$ cat config.mk
export PLATFORM = sky130hd
export DESIGN_NAME = framed_decimal_field_parser
export DESIGN_NICKNAME = d
export VERILOG_FILES = /design/src/design/fdfp_pkg.sv /design/src/design/fdfp_step.sv /design/src/design/framed_decimal_field_parser.sv
export SDC_FILE = /design/constraint.sdc
export NUM_CORES = 1
export LEC_CHECK = 0
export ABC_AREA = 1
export BUFFER_PORTS_ARGS = -buffer_cell sky130_fd_sc_hd__buf_2
export CAP_MARGIN = 5
export CORE_ASPECT_RATIO = 1.4
export CORE_MARGIN = 5
export CORE_UTILIZATION = 33
export CTS_CLUSTER_SIZE = 24
export DETAILED_ROUTE_END_ITERATION = 6
export PLACE_DENSITY_LB_ADDON = 0.05
export SYNTH_ARGS = -nofsm -noshare
export SYNTH_HDL_FRONTEND = slang
export SYNTH_SLANG_ARGS = --single-unit
$ cat constraint.sdc
create_clock -name clk -period 4.5 [get_ports clk]
set_input_delay 0 -clock clk [delete_from_list [all_inputs] [get_ports clk]]
set_output_delay 0 -clock clk [all_outputs]
set_load 0.05 [all_outputs]
$ cat src/design/fdfp_pkg.sv
package fdfp_pkg;

	localparam int MaxFields = 16;

	localparam int ByteW   = 8;
	localparam int ValueW  = 32;
	localparam int IndexW  = 4;
	localparam int FieldW  = 5;
	localparam int CountW  = 5;
	localparam int TdataInW  = 8;
	localparam int TdataOutW = 40;

	localparam logic [ByteW-1:0] ChFrame = 8'h23;
	localparam logic [ByteW-1:0] ChDelim = 8'h3B;
	localparam logic [ByteW-1:0] ChMinus = 8'h2D;
	localparam logic [ByteW-1:0] ChZero  = 8'h30;
	localparam logic [ByteW-1:0] ChNine  = 8'h39;

	localparam logic [ValueW-1:0] MagLimit = 32'h8000_0000;
	localparam logic [ValueW-1:0] PosMax   = 32'h7FFF_FFFF;
	localparam logic [FieldW-1:0] FieldSat = 5'd31;
	localparam logic [CountW-1:0] CountReset = 5'd4;

	typedef struct packed {
		logic              inside_frame;
		logic              frame_has_content;
		logic [ValueW-1:0] magnitude_acc;
		logic              is_negative;
		logic              digits_ended;
		logic [FieldW-1:0] current_field;
		logic              field_started;
	} fdfp_state_t;

	typedef struct packed {
		logic                     valid;
		logic signed [ValueW-1:0] value;
		logic [IndexW-1:0]        field_index;
		logic                     last_of_frame;
	} fdfp_result_t;

	localparam fdfp_state_t StateReset = '{
		inside_frame:      1'b0,
		frame_has_content: 1'b0,
		magnitude_acc:     '0,
		is_negative:       1'b0,
		digits_ended:      1'b0,
		current_field:     '0,
		field_started:     1'b0
	};

endpackage

$ cat src/design/fdfp_step.sv
module fdfp_step
	import fdfp_pkg::*;
(
	input  fdfp_state_t       cur,
	input  logic [ByteW-1:0]  rx_byte,
	input  logic [CountW-1:0] fields_per_frame,
	output fdfp_state_t       nxt,
	output fdfp_result_t      res
);

	logic [CountW-1:0] limit;
	logic [ValueW+3:0] mag_x10;
	logic [ValueW-1:0] mag_sat;
	logic [ValueW-1:0] field_val;
	logic              is_digit;
	logic              emit;
	logic              emit_last;

	always_comb begin
		if (fields_per_frame > CountW'(MaxFields)) begin
			limit = CountW'(MaxFields);
		end else begin
			limit = fields_per_frame;
		end
	end

	// times ten as two shifts and an add, then saturate at 2^31
	assign mag_x10 = {cur.magnitude_acc, 3'b000} + {2'b00, cur.magnitude_acc, 1'b0}
		+ {(ValueW-ByteW+4)'(0), rx_byte - ChZero};
	assign mag_sat = (mag_x10 > {4'b0000, MagLimit}) ? MagLimit : mag_x10[ValueW-1:0];
	assign is_digit = (rx_byte >= ChZero) && (rx_byte <= ChNine);

	always_comb begin
		if (cur.is_negative) begin
			field_val = ValueW'(0) - cur.magnitude_acc;
		end else if (cur.magnitude_acc > PosMax) begin
			field_val = PosMax;
		end else begin
			field_val = cur.magnitude_acc;
		end
	end

	always_comb begin
		nxt       = cur;
		emit      = 1'b0;
		emit_last = 1'b0;
		if (!cur.inside_frame) begin
			if (rx_byte == ChFrame) begin
				nxt = StateReset;
				nxt.inside_frame = 1'b1;
			end
		end else if (rx_byte == ChFrame) begin
			if (cur.frame_has_content) begin
				emit      = 1'b1;
				emit_last = 1'b1;
				nxt       = StateReset;
			end
		end else begin
			nxt.frame_has_content = 1'b1;
			if (rx_byte == ChDelim) begin
				emit = 1'b1;
				nxt.magnitude_acc = '0;
				nxt.is_negative   = 1'b0;
				nxt.digits_ended  = 1'b0;
				nxt.field_started = 1'b0;
				if (cur.current_field < FieldSat) begin
					nxt.current_field = cur.current_field + FieldW'(1);
				end
			end else if (!cur.digits_ended) begin
				nxt.field_started = 1'b1;
				if (is_digit) begin
					nxt.magnitude_acc = mag_sat;
				end else if (rx_byte == ChMinus && !cur.field_started) begin
					nxt.is_negative = 1'b1;
				end else begin
					nxt.digits_ended = 1'b1;
				end
			end
		end
	end

	assign res.valid         = emit && (cur.current_field < limit);
	assign res.value         = field_val;
	assign res.field_index   = cur.current_field[IndexW-1:0];
	assign res.last_of_frame = emit_last;

endmodule

$ cat src/design/framed_decimal_field_parser.sv
// framed decimal field parser
//
// takes one ascii character per slave-side transfer and parses frames of the
// form '#v0;v1;...#'. each field is read as an optional '-' then decimal digits,
// saturated to the 32-bit signed range. a value leaves on the master side at
// every ';' and at the closing '#', which raises tlast. fields at or beyond
// fields_per_frame (clamped to 16) are dropped; bytes outside a frame are ignored
// and a run of '#' at the start opens a single frame.
//
// stages: input register, then parse logic into the result register.
// throughput: one byte per cycle while results are accepted; the only loop is the
// parse state update (multiply by ten and saturate on the field accumulator).
// stalls: while a result sits unaccepted the input register holds and
// s_axis_tready drops only when that register is also full.
// reset: arst_n clears all parse state and both valid flags, and loads
// fields_per_frame with 4. cfg_we writes the count; the user must do this only
// while the block is idle, as the block itself does not enforce it.
module framed_decimal_field_parser
	import fdfp_pkg::*;
(
	input  logic                 clk,
	input  logic                 arst_n,
	// configuration: fields_per_frame
	input  logic                 cfg_we,
	input  logic [CountW-1:0]    cfg_wdata,
	// slave side
	input  logic                 s_axis_tvalid,
	output logic                 s_axis_tready,
	input  logic [TdataInW-1:0]  s_axis_tdata,   // [7:0] rx_byte
	// master side
	output logic                 m_axis_tvalid,
	input  logic                 m_axis_tready,
	output logic [TdataOutW-1:0] m_axis_tdata,   // [31:0] value, [35:32] field_index, zero pad
	output logic                 m_axis_tlast    // last_of_frame
);

	logic [CountW-1:0] fields_per_frame_q;

	// input register
	logic              valid_s1;
	logic [ByteW-1:0]  byte_s1;

	// parse state
	fdfp_state_t       state_q;
	fdfp_state_t       state_nxt;
	fdfp_result_t      res;

	// result register
	logic              valid_s2;
	logic [ValueW-1:0] value_s2;
	logic [IndexW-1:0] index_s2;
	logic              last_s2;

	logic              advance;

	// the byte in the input register is consumed once the result slot is free or is being read out
	assign advance       = valid_s1 && (!valid_s2 || m_axis_tready);
	assign s_axis_tready = !valid_s1 || advance;

	always_ff @(posedge clk or negedge arst_n) begin
		if (!arst_n) begin
			fields_per_frame_q <= CountReset;
		end else if (cfg_we) begin
			fields_per_frame_q <= cfg_wdata;
		end
	end

	always_ff @(posedge clk or negedge arst_n) begin
		if (!arst_n) begin
			valid_s1 <= 1'b0;
		end else if (s_axis_tready) begin
			valid_s1 <= s_axis_tvalid;
		end
	end

	always_ff @(posedge clk) begin
		if (s_axis_tready && s_axis_tvalid) begin
			byte_s1 <= s_axis_tdata[ByteW-1:0];
		end
	end

	fdfp_step u_step (
		.cur              (state_q),
		.rx_byte          (byte_s1),
		.fields_per_frame (fields_per_frame_q),
		.nxt              (state_nxt),
		.res              (res)
	);

	always_ff @(posedge clk or negedge arst_n) begin
		if (!arst_n) begin
			state_q <= StateReset;
		end else if (advance) begin
			state_q <= state_nxt;
		end
	end

	// result slot: refilled when a byte is consumed, emptied on a master transfer
	always_ff @(posedge clk or negedge arst_n) begin
		if (!arst_n) begin
			valid_s2 <= 1'b0;
		end else if (advance) begin
			valid_s2 <= res.valid;
		end else if (m_axis_tready) begin
			valid_s2 <= 1'b0;
		end
	end

	always_ff @(posedge clk) begin
		if (advance && res.valid) begin
			value_s2 <= res.value;
			index_s2 <= res.field_index;
			last_s2  <= res.last_of_frame;
		end
	end

	assign m_axis_tvalid = valid_s2;
	assign m_axis_tdata  = {(TdataOutW-ValueW-IndexW)'(0), index_s2, value_s2};
	assign m_axis_tlast  = last_s2;

endmodule
* Yosys cells after proc, flatten, opt, wreduce, memory -nomap -nowiden
Cells that the tools add are included.
** Operators by class
- Add/subtract/negate cells :: 5
- $lt $le $gt $ge :: 7
- Equality and inequality tests :: 6
- Mux-type cells :: 25
- Reductions and logical operators :: 24
** Operator list (number)
- $mux W32 :: 4
- $mux W42 :: 3
- $mux W34 :: 2
- $mux W41 :: 1
- $add A35 B33 Y36 :: 1
- $add A36 B8 Y36 :: 1
- $gt A36 B32 Y1 const B :: 1
- $gt A32 B31 Y1 const B :: 1
- $sub A1 B32 Y32 const A :: 1
- $eq A8 B6 Y1 const B :: 3
- $mux W5 :: 3
- $mux W1 :: 11
- $reduce_and A5 Y1 :: 2
- $ge A8 B6 Y1 const B :: 1
- $le A8 B6 Y1 const B :: 1
- $reduce_bool A2 Y1 :: 4
- $sub A8 B6 Y8 const B :: 1
- $logic_and A1 B1 Y1 :: 6
- $ne A3 B3 Y1 const B :: 2
- $reduce_and A6 Y1 :: 1
- $reduce_bool A3 Y1 :: 2
- $add A5 B1 Y5 const B :: 1
- $gt A5 B5 Y1 const B :: 1
- $lt A5 B5 Y1 :: 1
- other kinds (8) :: 12
** Storage, ports and cells
- Flip-flop bits (word level) :: 94
- Bits of input ports :: 18
- Output and inout bits :: 43
- Logic and storage cells :: 81

* Longest topological paths before layout
- Depth after elaboration :: 9
- Gate-level depth with buffers :: 23
- Gate-level depth less buffers :: 22

* Cells and area by module
Synthesis repeated with hierarchy kept, for this count alone.
** Second synthesis, totals
- Cell total of the unflattened synthesis :: 1337
- Area total of the unflattened synthesis :: 8790.9 um^2
** By module, submodules not included
- fdfp_step :: instances 1, cells each 1072, area each 5435.2 um^2, sequential area each 0.0 um^2
- framed_decimal_field_parser :: instances 1, cells each 265, area each 3355.7 um^2, sequential area each 2578.7 um^2

* Worst setup path before layout
No wires, ideal clock.
- Path type :: register to register
- Start :: register byte_s1[4]
- End :: register index_s2[0] (enable)
- Library setup time :: 0.431 ns
- Arrival :: 2.928 ns
- Required time :: 4.069 ns
- Setup slack :: 1.141 ns
- Stages on the path, launching flop included :: 9
- Buffers on the path :: 0
- Clock period less this slack :: 3.359 ns
- Cell sequence :: edfxtp_1 inv_1 ha_1 nand2_1 nor4_4 inv_1 nor3_1 o21ai_0 nor2_1
** On the way
- Longest elaborated chain between the ends :: 6
- Elaborated cells between the ends (all ways) :: 7
- Classes of those cells :: eq/ne: 2; mux: 3; reduce/logical: 2
** Ends and longest elaborated chain
- start, declared :: RTL line framed_decimal_field_parser.sv:41 : logic [ByteW-1:0] byte_s1;
- start signal, assigned :: RTL line framed_decimal_field_parser.sv:78 : byte_s1 <= s_axis_tdata[ByteW-1:0];
- $eq A8 B6 Y1 :: RTL line fdfp_step.sv:60 : if (rx_byte == ChDelim) begin
- $mux W1 :: RTL line fdfp_step.sv:60
- $mux W1 * :: RTL line fdfp_step.sv:52 : end else if (rx_byte == ChFrame) begin
- $mux W1 * :: RTL line fdfp_step.sv:47 : if (!cur.inside_frame) begin
- $logic_and A1 B1 Y1 * :: RTL line fdfp_step.sv:82 : assign res.valid = emit && (cur.current_field < limit);
- $logic_and A1 B1 Y1 * :: RTL line framed_decimal_field_parser.sv:110 : if (advance && res.valid) begin
- end signal, assigned :: RTL line framed_decimal_field_parser.sv:112 : index_s2 <= res.field_index;
- end, declared :: RTL line framed_decimal_field_parser.sv:51 : logic [IndexW-1:0] index_s2;
Every way passes the cells marked *; elsewhere a longest branch is shown, timed or not.
A chain may end at the register's enable or synchronous reset.

* Worst setup path in the final report
- Start :: register byte_s1[4]
- End :: register state_q[29] in the netlist's numbering
** On the way
- Longest elaborated chain between the ends :: 9
- Elaborated cells between the ends (all ways) :: 19
- Classes of those cells :: add/sub: 2; order compare: 3; eq/ne: 4; mux: 6; reduce/logical: 4
** Ends and longest elaborated chain
- $sub A8 B6 Y8 :: RTL line fdfp_step.sv:29 : + {(ValueW-ByteW+4)'(0), rx_byte - ChZero};
- $add A36 B8 Y36 :: RTL line fdfp_step.sv:29
- $gt A36 B32 Y1 :: RTL line fdfp_step.sv:30 : assign mag_sat = (mag_x10 > {4'b0000, MagLimit}) ? MagLimit : mag_x10[ValueW-1:0];
- $mux W32 :: RTL line fdfp_step.sv:30
- $mux W32 :: RTL line fdfp_step.sv:71 : if (is_digit) begin
- $mux W34 :: RTL line fdfp_step.sv:69 : end else if (!cur.digits_ended) begin
- $mux W34 :: RTL line fdfp_step.sv:60
- $mux W41 :: RTL line fdfp_step.sv:52
- $mux W42 :: RTL line fdfp_step.sv:47
- end signal, assigned :: RTL line framed_decimal_field_parser.sv:92 : state_q <= StateReset;
- end signal, assigned :: RTL line framed_decimal_field_parser.sv:94 : state_q <= state_nxt;
- end, declared :: RTL line framed_decimal_field_parser.sv:44 : fdfp_state_t state_q;
Several ways; a longest one is shown, not always the timed one. The select of a mux whose other input is x is not followed.

==> key figures <==
Clock network
  – H-tree levels: 3
  – Post-CTS sizing: 0
  – Clk sink count: 94
  – Worst skew pair latency: 350 ps
  – Post-CTS Setup Bufs: 0
  – CTS Buffer Depth: 2
  – Clk slew on worst S/H paths: 70 ps
  – CTS Buf Count: 9
  – CTS tree: done
  – Root Driver: clkbuf_16
  – Cts hold-fix bufs: 23

Global route
  – First-pass GRT wire length: 39.6 mm
  – Initial antenna violation count: 0
  – Remaining Overflow, GRT: 0
  – GRT Total Usage: 0.183
  – Vias in the first global route: 7486
  – Largest net degree at the start of global routing: 50

Floorplan
  – Die width: 141 um
  – Initial Utilization: 0.333
  – Rows: 67
  – Die area: 27200 sq um
  – Die height: 193 um
  – Core area: 23800 sq um
  – Num ports: 61

Power and ir drop
  – Leakage: 4.82 nW
  – Worst IR drop on VDD: 0.220 mV
  – Power Density: 224 nW/um^2

Yosys
  – Post-synthesis cell type count: 49
  – Yosys warning count: 0
  – Yosys top cell by area: nand2_1
  – Compound-Gate Fraction of Synth Area: 0.0929
  – Mux share of post-synthesis cell area: 0.00569
  – Simple-Gate Fraction of Synth Area: 0.350
  – Share of flip-flops with an asynchronous set or reset: 0.521
  – Largest family of logic cells by synthesized area: simple AND/OR/NAND/NOR gates
  – Post-Syn Area: 7920 sq um
  – Flops & latches, synth: 94
  – XOR/XNOR Fraction of Synth Area: 0.00553
  – Share of the yosys chip area belonging to registers: 0.326
  – Top cells by area, synth: nand2_1 17%, edfxtp_1 17%, dfrtp_1 15%, ha_1 11%, inv_1 7.5%
  – Synth Area in Adders: 0.123
  – Number of synthesized flops with an enable pin: 45
  – Synth Instances: 1143
  – Yosys top cell area share: 0.173
  – Most used flip-flop cell after synthesis: dfrtp_1
  – Syn Area/Cell: 6.93 sq um

Status
  – Outcome: completed

Worst hold path
  – Hold/Removal Path Class: in -> async

Worst setup path
  – CP Cell Sequence: ha_1 -> xnor2_1 -> fa_1 -> ha_1 -> nand2_1 -> nor2_2 -> nand3_1 -> nand2_2 -> nand2_1 -> nand2_1 -> nand2_1 -> nand2_1 -> nand2_1 -> nor2_1 -> nand3_1 -> nor2_1 -> nand2_1 -> nand2_2 -> nand3_1 -> nand2_1
  – Critical path type: reg -> reg
  – Crit Path Max Fanout: 31
  – Setup crit end kind: flip-flop
  – Slowest cell on the critical path: nand2_2
  – Max stage delay on crit path: 470 ps
  – WP data required: 4780 ps
  – Worst setup SP type: flip-flop
  – Worst EP arrival: 4240 ps
  – CP most frequent cell: nand2_1

Layout
  – Ant diodes: 0
  – Final core occ: 0.379
  – Layout Area Growth over Synthesis: 13.8%
  – FF+latch area: 2580 sq um
  – Nets@finish: 1312
  – Share of layout cells above drive strength 1: 0.0890
  – Footprint of the multi-input gates: 4590 sq um
  – Filler cells: 2653

STA
  – Post-route minimum period: 3960 ps
  – Setup Skew: 12.9 ps
  – Final period util: 0.880
  – Final-report setup violation count: 0
  – Fin. max-slew vios: 0
  – Worst rel slew slack: 0.306
  – Fmax: 253 MHz
  – RSZ-0062 raised after global routing: no
  – Worst-Margin Slew: 1040 ps
  – Worst setup margin: 540 ps
  – Setup TNS: 0 ps
  – Final Hold Viols: 0

Flow run
  – Max-cap check violation count: 0

Routing
  – DR DRC count: 0
  – DRT iter0 DRCs: 412
  – Drt total wl: 24.7 mm
  – DRT Pass-1 Iters: 5
  – Post-DRT Antenna Nets: 0
  – Vias: 7442
  – Per-cell routed wire length: 16.1 um
  – Avg Vias per Cell: 4.85

Placement
  – Pre-CTS setup slack: 560 ps
  – Detailed Place HPWL: 19.9 mm
  – # port buffers: 56
  – Gp weighted congestion: 0.868
==> where the power goes <==
group | switching [W] | total [W] | internal (W)
logic | 0.000215 | 0.000334 | 0.000118
registers | 0.0000282 | 0.000957 | 0.000929
clock network | 0.000347 | 0.000726 | 0.000379
total | 0.000590 | 0.00202 | 0.00143
==> Yosys cell counts, types with 4 or more instances <==
| master | instances |
|---|---|
| buf_6 | 6 |
| ha_1 | 68 |
| edfxtp_1 | 45 |
| a21oi_1 | 77 |
| a31oi_1 | 7 |
| nor2_2 | 7 |
| nor2_1 | 121 |
| o21bai_1 | 4 |
| fa_1 | 6 |
| inv_1 | 158 |
| o21a_1 | 6 |
| dfrtp_1 | 48 |
| buf_4 | 7 |
| o21ai_0 | 24 |
| nor3_1 | 12 |
| nand4_1 | 23 |
| nor4_1 | 5 |
| mux2_2 | 4 |
| nand3_1 | 84 |
| a21boi_0 | 5 |
| nand3b_1 | 8 |
| nand2_1 | 365 |
| clkbuf_1 | 7 |
==> registers in the layout, summed over array words and instances (netlist names) <==
register and flops:
state_q 42, m_axis_tlast 1, m_axis_tvalid 1, value_s2 32
fields_per_frame_q 5, valid_s1 1, byte_s1 8, index_s2 4
==> cells in the final DEF (no fill, tap or decap), drive strengths merged, types with 4 or more instances in the layout <==
cell / instances
a31oi: 7
nand4: 24
fa: 6
o21ai: 27
nand3b: 8
nand2: 368
nand3: 86
nor4: 6
clkbuf: 10
nor2: 129
buf: 65
edfxtp: 45
and2: 4
conb: 4
o21bai: 4
nor3: 14
dfrtp: 48
ha: 68
a21boi: 5
o21a: 6
dlygate4sd3: 23
a21oi: 77
mux2: 4
or2: 4
inv: 162
==> layer usage <==
| metal | part of all wire | wire length [um] | up-vias | global-route usage |
|---|---|---|---|---|
| li1 | - | - | 3870 | - |
| met1 | 0.38 | 9330 | 3416 | 0.192 |
| met2 | 0.57 | 14000 | 116 | 0.366 |
| met3 | 0.020 | 494 | 40 | 0.0198 |
| met4 | 0.035 | 870 | 0 | 0.0657 |
| met5 | 0 | 0 | - | 0 |
==> area by class of cell <==
| cell class | count | share of cell area |
|---|---|---|
| Tap cell | 310 | 0.0430 |
| Sequential cell | 94 | 0.286 |
| Multi-Input combinational cell | 867 | 0.510 |
| Timing Repair Buffer | 88 | 0.0641 |
| Clock buffer | 10 | 0.0254 |
| Clock inverter | 6 | 0.00514 |
| Inverter | 160 | 0.0666 |
==> final timing paths <==
kind,startpoint,endpoint,slack (ps),cells after the start
min,arst_n,state_q[35],300,3
max,byte_s1[4],state_q[29],540,20
min in group clk,s_axis_tdata[1],byte_s1[1],360,2
min reg2reg,state_q[40],state_q[40],490,2
max reg2reg,byte_s1[4],state_q[29],540,20
max in group asynchronous,arst_n,state_q[28],3750,3
==> worst max-delay path: cells and delay by family (launching register included) <==
kind	cells	cell delay (ps)
AND/OR/NAND/NOR	16	2200
adder cells (fa/ha/maj)	3	1090
flip-flops	1	410
XOR/XNOR	1	190
==> per-stage QoR <==
| stage | hold slack, ps | cell area (sq um) | total power [W] | instances |
|---|---|---|---|---|
| after floorplan | -296 | 7930 | 0.00120 | 1146 |
| after global placement | 166 | 8510 | 0.00129 | 1496 |
| after detailed placement | 168 | 8510 | 0.00129 | 1496 |
| after CTS | 334 | 9010 | 0.00205 | 1535 |
| after global routing | 370 | 9010 | 0.00214 | 1535 |
| final | 296 | 9010 | 0.00202 | 1535 |
==> cells by family (layout without fill, tap and decap cells) <==
| kind of cell | Yosys count | after routing |
|---|---|---|
| mux | 4 | 4 |
| buf+inv | 185 | 264 |
| simple gates | 647 | 647 |
| other cells | 1 | 4 |
| fa+ha+maj | 74 | 74 |
| flops | 94 | 94 |
| xor+xnor | 5 | 5 |
| compound gates | 133 | 133 |
No activity file was read; power rests on OpenSTA's default activity.
